`src/rtl/stmd_pkg.sv`:
```
`timescale 1ns / 1ps
// ----------------------------------------------------------------------------
// stmd_pkg
// Shared types, codes and defaults of the sparse table range minimum block.
// ----------------------------------------------------------------------------
package stmd_pkg;

  // field widths of one transaction
  localparam int NODE_W  = 9;
  localparam int VALUE_W = 16;
  localparam int STAT_W  = 2;

  // default sizes
  localparam int MAX_NODES_DEF   = 512;
  localparam int MAX_ENTRIES_DEF = 1024;
  localparam int LEVELS_DEF      = 11;

  // command codes
  localparam logic CMD_PUSH  = 1'b0;
  localparam logic CMD_QUERY = 1'b1;

  // status codes
  localparam logic [STAT_W-1:0] STATUS_OK      = 2'd0;
  localparam logic [STAT_W-1:0] STATUS_UNKNOWN = 2'd1;
  localparam logic [STAT_W-1:0] STATUS_FULL    = 2'd2;

  // datapath operation codes driven by the controller
  localparam int OP_W = 4;
  localparam logic [OP_W-1:0] OP_NONE       = 4'd0;
  localparam logic [OP_W-1:0] OP_CLEAR      = 4'd1;
  localparam logic [OP_W-1:0] OP_CAPTURE    = 4'd2;
  localparam logic [OP_W-1:0] OP_PUSH_FIRST = 4'd3;
  localparam logic [OP_W-1:0] OP_PUSH_LEVEL = 4'd4;
  localparam logic [OP_W-1:0] OP_RD_NODE_A  = 4'd5;
  localparam logic [OP_W-1:0] OP_RD_NODE_B  = 4'd6;
  localparam logic [OP_W-1:0] OP_NODES      = 4'd7;
  localparam logic [OP_W-1:0] OP_LEVEL      = 4'd8;
  localparam logic [OP_W-1:0] OP_RD_WIN_LO  = 4'd9;
  localparam logic [OP_W-1:0] OP_RD_WIN_HI  = 4'd10;
  localparam logic [OP_W-1:0] OP_RD_END_A   = 4'd11;
  localparam logic [OP_W-1:0] OP_RD_END_B   = 4'd12;
  localparam logic [OP_W-1:0] OP_CAP_EB     = 4'd13;
  localparam logic [OP_W-1:0] OP_DIST       = 4'd14;

  typedef struct packed {
    logic               cmd;
    logic [NODE_W-1:0]  node_a;
    logic [NODE_W-1:0]  node_b;
    logic [VALUE_W-1:0] value;
  } item_t;

  typedef struct packed {
    logic [STAT_W-1:0]  status;
    logic [VALUE_W-1:0] distance;
  } result_t;

  // controller to datapath
  typedef struct packed {
    logic [OP_W-1:0] op;
    logic            emit;
  } ctl_cmd_t;

  // datapath to controller
  typedef struct packed {
    logic full;
    logic next_ok;
    logic node_ok;
    logic clr_last;
    logic out_free;
  } dp_status_t;

  function automatic logic [VALUE_W-1:0] min16(input logic [VALUE_W-1:0] x,
                                              input logic [VALUE_W-1:0] y);
    min16 = (x < y) ? x : y;
  endfunction

endpackage

```
`src/rtl/stmd_ctrl.sv`:
```
`timescale 1ns / 1ps
// ----------------------------------------------------------------------------
// stmd_ctrl
// Sequencer for the sparse table: clearing pass, push level walk, query steps
// and result hand-off.
// ----------------------------------------------------------------------------
module stmd_ctrl (
  input  logic                  clk,
  input  logic                  rst,
  input  logic                  item_valid,
  input  logic                  item_cmd,
  output logic                  item_stall,
  input  stmd_pkg::dp_status_t  status,
  output stmd_pkg::ctl_cmd_t    ctl
);

  localparam logic [3:0] S_CLEAR      = 4'd0;
  localparam logic [3:0] S_IDLE       = 4'd1;
  localparam logic [3:0] S_PUSH_FIRST = 4'd2;
  localparam logic [3:0] S_PUSH_LEVEL = 4'd3;
  localparam logic [3:0] S_Q_RDA      = 4'd4;
  localparam logic [3:0] S_Q_RDB      = 4'd5;
  localparam logic [3:0] S_Q_CHK      = 4'd6;
  localparam logic [3:0] S_Q_LVL      = 4'd7;
  localparam logic [3:0] S_Q_WLO      = 4'd8;
  localparam logic [3:0] S_Q_WHI      = 4'd9;
  localparam logic [3:0] S_Q_ENA      = 4'd10;
  localparam logic [3:0] S_Q_ENB      = 4'd11;
  localparam logic [3:0] S_Q_EB       = 4'd12;
  localparam logic [3:0] S_Q_DIST     = 4'd13;
  localparam logic [3:0] S_EMIT       = 4'd14;

  logic [3:0] state;
  logic [3:0] state_next;

  // state register
  always_ff @(posedge clk) begin
    if (rst) begin
      state <= S_CLEAR;
    end else begin
      state <= state_next;
    end
  end

  assign item_stall = (state != S_IDLE);

  // next state and datapath command
  always_comb begin
    state_next = state;
    ctl.op     = stmd_pkg::OP_NONE;
    ctl.emit   = 1'b0;
    unique case (state)
      S_CLEAR: begin
        ctl.op = stmd_pkg::OP_CLEAR;
        if (status.clr_last) state_next = S_IDLE;
      end
      S_IDLE: begin
        if (item_valid) begin
          ctl.op     = stmd_pkg::OP_CAPTURE;
          state_next = (item_cmd == stmd_pkg::CMD_PUSH) ? S_PUSH_FIRST : S_Q_RDA;
        end
      end
      S_PUSH_FIRST: begin
        ctl.op     = stmd_pkg::OP_PUSH_FIRST;
        state_next = (status.full || !status.next_ok) ? S_EMIT : S_PUSH_LEVEL;
      end
      S_PUSH_LEVEL: begin
        ctl.op = stmd_pkg::OP_PUSH_LEVEL;
        if (!status.next_ok) state_next = S_EMIT;
      end
      S_Q_RDA: begin
        ctl.op     = stmd_pkg::OP_RD_NODE_A;
        state_next = S_Q_RDB;
      end
      S_Q_RDB: begin
        ctl.op     = stmd_pkg::OP_RD_NODE_B;
        state_next = S_Q_CHK;
      end
      S_Q_CHK: begin
        ctl.op     = stmd_pkg::OP_NODES;
        state_next = status.node_ok ? S_Q_LVL : S_EMIT;
      end
      S_Q_LVL: begin
        ctl.op     = stmd_pkg::OP_LEVEL;
        state_next = S_Q_WLO;
      end
      S_Q_WLO: begin
        ctl.op     = stmd_pkg::OP_RD_WIN_LO;
        state_next = S_Q_WHI;
      end
      S_Q_WHI: begin
        ctl.op     = stmd_pkg::OP_RD_WIN_HI;
        state_next = S_Q_ENA;
      end
      S_Q_ENA: begin
        ctl.op     = stmd_pkg::OP_RD_END_A;
        state_next = S_Q_ENB;
      end
      S_Q_ENB: begin
        ctl.op     = stmd_pkg::OP_RD_END_B;
        state_next = S_Q_EB;
      end
      S_Q_EB: begin
        ctl.op     = stmd_pkg::OP_CAP_EB;
        state_next = S_Q_DIST;
      end
      S_Q_DIST: begin
        ctl.op     = stmd_pkg::OP_DIST;
        state_next = S_EMIT;
      end
      S_EMIT: begin
        ctl.emit = status.out_free;
        if (status.out_free) state_next = S_IDLE;
      end
      default: begin
        state_next = S_CLEAR;
      end
    endcase
  end

endmodule

```
`config.mk`:
```
export PLATFORM = sky130hd
export DESIGN_NAME = stmd_ctrl
export DESIGN_NICKNAME = d
export VERILOG_FILES = /design/src/rtl/stmd_pkg.sv /design/src/rtl/stmd_ctrl.sv
export SDC_FILE = /design/constraint.sdc
export NUM_CORES = 1
export LEC_CHECK = 0
export ABC_AREA = 1
export BUFFER_PORTS_ARGS = -buffer_cell sky130_fd_sc_hd__buf_2
export CAP_MARGIN = 15
export CORE_AREA = 2 2 39 41
export CTS_CLUSTER_DIAMETER = 50
export DETAILED_ROUTE_END_ITERATION = 10
export DIE_AREA = 0 0 41 43
export PLACE_DENSITY = 0.54
export SLEW_MARGIN = 10
export SYNTH_ARGS = -nofsm -noshare
export SYNTH_HDL_FRONTEND = slang
export SYNTH_SLANG_ARGS = --single-unit
```
`constraint.sdc`:
```
create_clock -name clk -period 1.51 [get_ports clk]
set_input_delay 0.2265 -clock clk [delete_from_list [all_inputs] [get_ports clk]]
set_output_delay 0.2265 -clock clk [all_outputs]
set_load 0.02 [all_outputs]
```
Yosys cells after proc, flatten, opt, wreduce, memory -nomap -nowiden
Cells that the tools add are included.
{"block": "word_totals", "register_bits": 4, "input_bits": 9}
{"block": "op_classes", "muxes": 11, "reduce_logical": 4, "n_eq_ne": 19}
{"operator": "$pmux 4 s15", "count": 1}
{"operator": "$pmux 4 s14", "count": 1}
{"operator": "$eq 4x4->1 const B", "count": 7}
{"operator": "$mux 4", "count": 6}
{"operator": "$eq 4x3->1 const B", "count": 4}
{"operator": "$eq 4x2->1 const B", "count": 2}
{"operator": "$ne 2x2->1 const B", "count": 4}
{"operator": "$eq 4x1->1 const B", "count": 1}
{"operator": "$logic_not 4->1", "count": 1}
{"operator": "$ne 4x1->1 const B", "count": 1}
{"operator": "$reduce_and 4->1", "count": 1}
{"operator": "$mux 3", "count": 1}
{"operator": "$mux 2", "count": 1}
{"operator": "$logic_not 1->1", "count": 1}
{"operator": "$logic_or 1x1->1", "count": 1}
{"operator": "$mux 1", "count": 1}

Depth between registers and ports, before layout
Gate-level depths: netlist of run 1.
{"block": "depth", "word_depth": 4, "depth_mapped": 8, "depth_no_buf": 7}

Least setup slack after synthesis of run 1
No wires, ideal clock.
{"block": "synth_timing", "kind": "register to output", "from": "reg state[1]", "to": "out ctl[2] (netlist name)", "required_time_ps": 1283, "slack_ps": 62, "t_arrival_ps": 1221, "path_stages_with_launch": 5, "path_cell_list": "dfxtp_1 buf_2 nor2_2 nand2_1 o211ai_1"}
{"element": "start: declaration", "line": "stmd_ctrl.sv:33", "source": "logic [3:0] state;"}
{"element": "start signal: assignment", "line": "stmd_ctrl.sv:41", "source": "state <= state_next;"}
{"element": "end: declaration", "line": "stmd_ctrl.sv:14", "source": "output stmd_pkg::ctl_cmd_t ctl"}

==> results of run 1 <==
-- worst max-delay path, stage by stage (launching register included) --
cell and delay [ns]:
dfxtp_4 0.38, inv_4 0.06, nor2_4 0.15, nand2_2 0.06
o211ai_1 0.18, buf_4 0.17
-- layout make-up --
| class | count | area [um^2] |
|---|---|---|
| Fill cell | 157 | 814.5 |
| Multi-Input combinational cell | 54 | 290.3 |
| Sequential cell | 4 | 90.09 |
| Timing Repair Buffer | 16 | 87.58 |
| Inverter | 15 | 58.81 |
| Clock buffer | 3 | 22.52 |
| Tap cell | 16 | 20.02 |
-- cells in the mapped netlist --
cell type,number,area [um^2]
nand2_1,21,78.83
inv_1,14,52.55
nor2_1,7,26.28
nand3_1,6,30.03
dfxtp_1,4,80.08
a21oi_1,3,15.01
nand3_2,3,30.03
o21ai_0,3,15.01
nand2_2,2,12.51
nor2_4,2,22.52
a21oi_2,1,8.760
buf_2,1,5.000
inv_2,1,3.750
nand3b_2,1,11.26
nand4_1,1,6.260
nor2_2,1,6.260
nor3_1,1,5.000
o211ai_1,1,7.510
o21ai_1,1,5.000
-- stage by stage --
step / TNS [ns] / setup WS (ns)
6_report: 0 / 0.04544
5_1_grt: -0.002057 / -0.002057
4_1_cts: 0 / 0.02392
3_5_place_dp: 0 / 0.1440
3_3_place_gp: 0 / 0.1649
2_1_floorplan: 0 / 0.06249
-- timing repair --
action,in CTS,in global routing
pin swaps,1,2
endpoints found under the setup margin,2,4
resized for setup,3,10
buffers inserted,1,1
-- cells by family (layout without fill, tap and decap cells) --
logic type,count (synthesis),after routing,synth area share
AND/OR/NAND/NOR,45,45,0.5431
buffers and inverters,16,34,0.1454
AO/OA/AOI/OAI,9,9,0.1216
flip-flops,4,4,0.1899
-- power breakdown --
group          internal, W  switching (W)  leakage, nW  total [W]
registers         0.000166      0.0000853       0.0350   0.000251
logic             0.000298       0.000452        0.260   0.000750
clock network    0.0000887      0.0000404       0.0138   0.000129
-- layer usage --
layer  share of wire  wire [um]  vias to the layer above  track usage
li1                -          -                      268            -
met1            0.45        475                      210       0.1885
met2            0.47        496                       22       0.1906
met3           0.063         66                        2      0.03141
met4           0.013         14                        0      0.06000
met5               0          0                        -            0
-- final timing paths --
kind	to	cells past startpoint
setup reg to reg	state[1]$_SDFFE_PP0P_	7
setup / recovery	ctl[2]	5
hold reg to reg	state[1]$_SDFFE_PP0P_	2
hold / removal	state[1]$_SDFFE_PP0P_	2
==> summary.md, run 1 <==
| Metric | Value |
|---|---|
| Clock root buffer | `clkbuf_4` |
| Via count | `502` |
| FF-to-FF setup slack | `0.30 ns` |
| Clock Latency Late Sink | `0.23 ns` |
| Wire length per cell | `9.759 um` |
| Largest register FFs | `4` |
| FF-to-FF Start | `state[3]$_SDFFE_PP0P_` |
| Commonest non-fill, non-tap cell in the layout | `nand2_1` |
| Initial Util | `0.3047` |
| Row count | `14` |
| Initial DRT Pass Iterations | `5` |
| Crit path required time | `1.28 ns` |
| Largest net degree at the start of global routing | `9` |
| Cell Pwr Density | `1986 nW/um^2` |
| Placed instance count | `103` |
| CTS H-tree depth | `1` |
| Initial antenna violation count | `0` |
| Power Total | `0.001130 W` |
| GR Overflow Total | `0` |
| Syn_nets | `83` |
| Syn avg cell area | `5.698 um^2` |
| Placed instance area | `506.7 um^2` |
| Max Fclk | `682.8 MHz` |
| Cell leakage power | `0.3083 nW` |
| Hold WC Path Type | `in -> reg` |
| Vias in the first global route | `433` |
| Status | `completed` |
| ANT nets after route | `0` |
| WL final | `1.054 mm` |
| Most frequent cells in the layout | `nand2_1 (20), inv_1 (14), buf_2 (13), nor2_1 (6), nand3_1 (6)` |
| Vias per cell | `4.648` |
| Most flop-heavy register | `state` |
| Final GP Congestion | `0.7480` |
| Final number of setup-violating endpoints | `0` |
| Global-route wire length before repair | `1.642 mm` |
| Relative slew margins | `0.8811` |
| DPL Wire Length | `854.2 um` |
| Critical Path Source Type | `register` |
| Peak VDD IR | `845.1 uV` |
| Placeable Area | `1384 um^2` |
| Maximum fanout along the worst path | `5` |
| Netlist cell types | `19` |
| Top flop regs | `state x4` |
| Least-Margin Pin Slew | `0.1770 ns` |
| Die area | `1763 um^2` |
| Synthesized instance count | `74` |
| Max-Cap Viols | `0` |
| Post-route clock period utilization | `0.9699` |
| Worst Path Class, Setup | `reg -> out` |
| Cell Area, Synth | `421.7 um^2` |
| Die height | `43 um` |
| Hold path startpoint | `rst` |
| Finished Layout Cells | `108` |
| Post-synthesis sequential area ratio | `0.1899` |
| IO Port Bufs | `14` |
| Max Root-Sink Buffers | `2` |
| YS warnings | `0` |
| Cts bufs inserted | `3` |
| # nets final | `103` |
| Worst EP arrival | `1.24 ns` |
| Clock sinks | `4` |
| Fin Hold WS | `0.1885 ns` |
| Layout area overhead | `35.01%` |
| Iter 0 DRT Violations | `13` |
| Die X | `41 um` |
| Yosys reg bits | `4` |
| Slew Limit Fails | `0` |
| Clock Pin Slew Worst Setup and Hold Paths | `0.04 ns` |
| DRC Markers | `0` |
| Final core occ | `0.4114` |
| Crit. End Element | `output port` |
| Design Area, Final | `569.3 um^2` |
| CTS Hold Bufs | `0` |
| Layout cells sized above 1 | `0.3913` |
| Antenna Cells | `0` |
| Clk_skew | `0.003347 ns` |
| Hold Vio Cnt, Final | `0` |
| Tot GR Track Use | `0.1353` |
| CTS tree | `built` |
| Boundary Pins | `15` |
| CP Launch Point | `state[0]$_SDFFE_PP0P_` |
| Crit path time final | `1.465 ns` |
Note: power is estimated with default switching activity, not from simulation.
==> inputs of run 2 (changes only) <==
Settings changed: CELL_PAD_IN_SITES_DETAIL_PLACEMENT set to 1, CELL_PAD_IN_SITES_GLOBAL_PLACEMENT set to 2, CORE_AREA 2 2 39 41 to unset, CORE_UTILIZATION set to 22, DIE_AREA 0 0 41 43 to unset, PLACE_DENSITY 0.54 to 0.73.
==> summary.md, run 2 (synthesis results as in run 1) <==
| Metric | Value |
|---|---|
| Largest net degree at the start of global routing | `9 (unchanged)` |
| Relative slew margins | `0.8371 (-0.04401)` |
| Grt peak-use layer | `met2` |
| Slew Limit Fails | `0 (unchanged)` |
| Via count | `520 (+3.6%)` |
| Most flop-heavy register | `state` |
| Multi-input logic area | `287.8 um^2 (-0.86%)` |
| Critical Path Source Type | `register` |
| Final GP Congestion | `0.7321 (-2.1%)` |
| CTS H-tree depth | `1 (unchanged)` |
| Top flop regs | `state x4` |
| Clock root buffer | `clkbuf_4` |
| WL final | `1.271 mm (+21%)` |
| Layout area overhead | `44.21%` |
| Crit. End Element | `output port` |
| PnR worst setup slack | `0.04890 ns (+0.003457 ns)` |
| Initial antenna violation count | `0 (unchanged)` |
| Crit path time final | `1.461 ns (-0.003457 ns)` |
| Cts bufs inserted | `3 (unchanged)` |
| Placed instance area | `518.0 um^2 (+2.2%)` |
| Hold WC Path Type | `in -> reg` |
| Most frequent cells in the layout | `nand2_1 (20), inv_1 (14), buf_2 (13), nor2_1 (7), buf_4 (7)` |
| Largest register FFs | `4 (unchanged)` |
| Clock Pin Slew Worst Setup and Hold Paths | `0.04 ns (about the same)` |
| IO Port Bufs | `14 (unchanged)` |
| Register area | `90.09 um^2 (unchanged)` |
| Cell leakage power | `0.3261 nW (+5.8%)` |
| # nets final | `107 (+3.9%)` |
| Boundary Pins | `15 (unchanged)` |
| Worst EP arrival | `1.23 ns (about the same)` |
| Iter 0 DRT Violations | `8 (-5)` |
| Wire length per cell | `10.50 um (+7.6%)` |
| Tot GR Track Use | `0.1352 (about the same)` |
| Pre-CTS setup slack | `0.1206 ns (-0.02334 ns)` |
| Sw Share | `0.4984 (-0.01277)` |
| Internal | `0.0006102 W (+10%)` |
| Sequential share of power | `0.205 (-0.017)` |
| Filler cells | `255 (+62%)` |
| GR Overflow Total | `0 (unchanged)` |
| Met1 usage | `0.1876 (-0.0008499)` |
| ANT nets after route | `0 (unchanged)` |
| Grt met3 use | `0.05159 (+0.02017)` |
| RSZ-0062 raised after global routing | `yes` |
| Met2 usage | `0.2029 (+0.01223)` |
| Clock sinks | `4 (unchanged)` |
| CP peak stage delay | `0.38 ns (about the same)` |
| Max Fclk | `684.4 MHz (+0.24%)` |
| Least-Margin Pin Slew | `0.2418 ns (+0.06483 ns)` |
| Vias per cell | `4.298 (-7.5%)` |
| Clk_skew | `0.004888 ns (+0.001541 ns)` |
| Die X | `45.78 um (+12%)` |
| Die area | `2096 um^2 (+19%)` |
| Hold Vio Cnt, Final | `0 (unchanged)` |
| Max-Cap Viols | `0 (unchanged)` |
| Initial Util | `0.2390 (-0.06569)` |
| Layout cells sized above 1 | `0.4063 (+0.01495)` |
| Clock Power Share | `0.113 (about the same)` |
| Peak VDD IR | `604.3 uV (-28%)` |
| Die height | `45.78 um (+6.5%)` |
| DPL Wire Length | `994.7 um (+16%)` |
| Placeable Area | `1764 um^2 (+27%)` |
| Status | `completed` |
| Vias in the first global route | `491 (+13%)` |
| Crit path max-delay family | `flip-flops` |
| Initial DRT Pass Iterations | `3 (-2)` |
| Fin Hold WS | `0.1775 ns (-0.01105 ns)` |
| Crit-path cells | `inv_4 > nor2_4 > nand2_2 > o211ai_1 > buf_4` |
| Crit path required time | `1.28 ns (about the same)` |
| Power share of the combinational group | `0.682 (+0.018)` |
| CTS tree | `built` |
| Row count | `15 (+1)` |
| Critical path's slowest cell | `dfxtp_4` |
| Final number of setup-violating endpoints | `0 (unchanged)` |
| Max Root-Sink Buffers | `2 (unchanged)` |
| Buf+Inv Stages, Crit Path | `2 (unchanged)` |
| Global-route wire length before repair | `2.014 mm (+23%)` |
| Post-route clock period utilization | `0.9676 (-0.002289)` |
| Cell Pwr Density | `2001 nW/um^2 (+0.76%)` |
| Worst Path Class, Setup | `reg -> out` |
| Fin Setup TNS | `0 ns (unchanged)` |
| Design Area, Final | `608.1 um^2 (+6.8%)` |
| DRC Markers | `0 (unchanged)` |
| Commonest non-fill, non-tap cell in the layout | `nand2_1` |
| Maximum fanout along the worst path | `5 (unchanged)` |
| Sw Pwr | `0.0006064 W (+4.9%)` |
| Antenna Cells | `0 (unchanged)` |
| Clock Latency Late Sink | `0.24 ns (about the same)` |
==> run 2: repair_timing <==
item                       in CTS  in global routing
resized for setup               6                  5
hold buffers                    0                  0
setup endpoints to repair       3                  3
buffers inserted                0                  6
pin swaps                       1                  3
==> run 2: power groups by stage <==
| stage | Clock (W) | Sequential, W | Combinational (W) |
|---|---|---|---|
| after floorplan | 0 | 0.000186 | 0.000533 |
| after CTS | 0.000140 | 0.000232 | 0.000700 |
| after detailed placement | 0 | 0.000221 | 0.000676 |
| final | 0.000137 | 0.000249 | 0.000830 |
| after global routing | 0.000160 | 0.000261 | 0.000921 |
| after global placement | 0 | 0.000220 | 0.000681 |
==> run 2: metrics by stage <==
stage                      power, W  instances  utilization
final                      0.001217        121       0.3447
after CTS                  0.001072        115       0.3135
after detailed placement  0.0008969        112       0.2936
after floorplan           0.0007191         74            -
after global routing       0.001342        121       0.3447
after global placement    0.0009010        112       0.2936
==> run 2: final timing paths <==
path                              start                     to  slack, ns  cells past startpoint
setup / recovery  state[0]$_SDFFE_PP0P_                 ctl[2]       0.05                      5
hold / removal                      rst  state[1]$_SDFFE_PP0P_       0.18                      2
setup reg to reg  state[3]$_SDFFE_PP0P_  state[0]$_SDFFE_PP0P_       0.29                      7
hold reg to reg   state[1]$_SDFFE_PP0P_  state[1]$_SDFFE_PP0P_       0.56                      2
==> run 2: final cells by class <==
type | instances | area share
clock buffer | 3 | 0.03704
inverter | 15 | 0.09671
multi-input combinational | 54 | 0.4733
sequential | 4 | 0.1481
tap | 25 | 0.05144
timing repair buffer | 20 | 0.1934
==> run 2: per-layer routing <==
metal  share of wire  routed length [um]  vias up
met5               0                   0        -
met4               0                   0        0
met3           0.047                  60        0
met2            0.46                 588       13
met1            0.49                 622      228
li1                -                   -      279
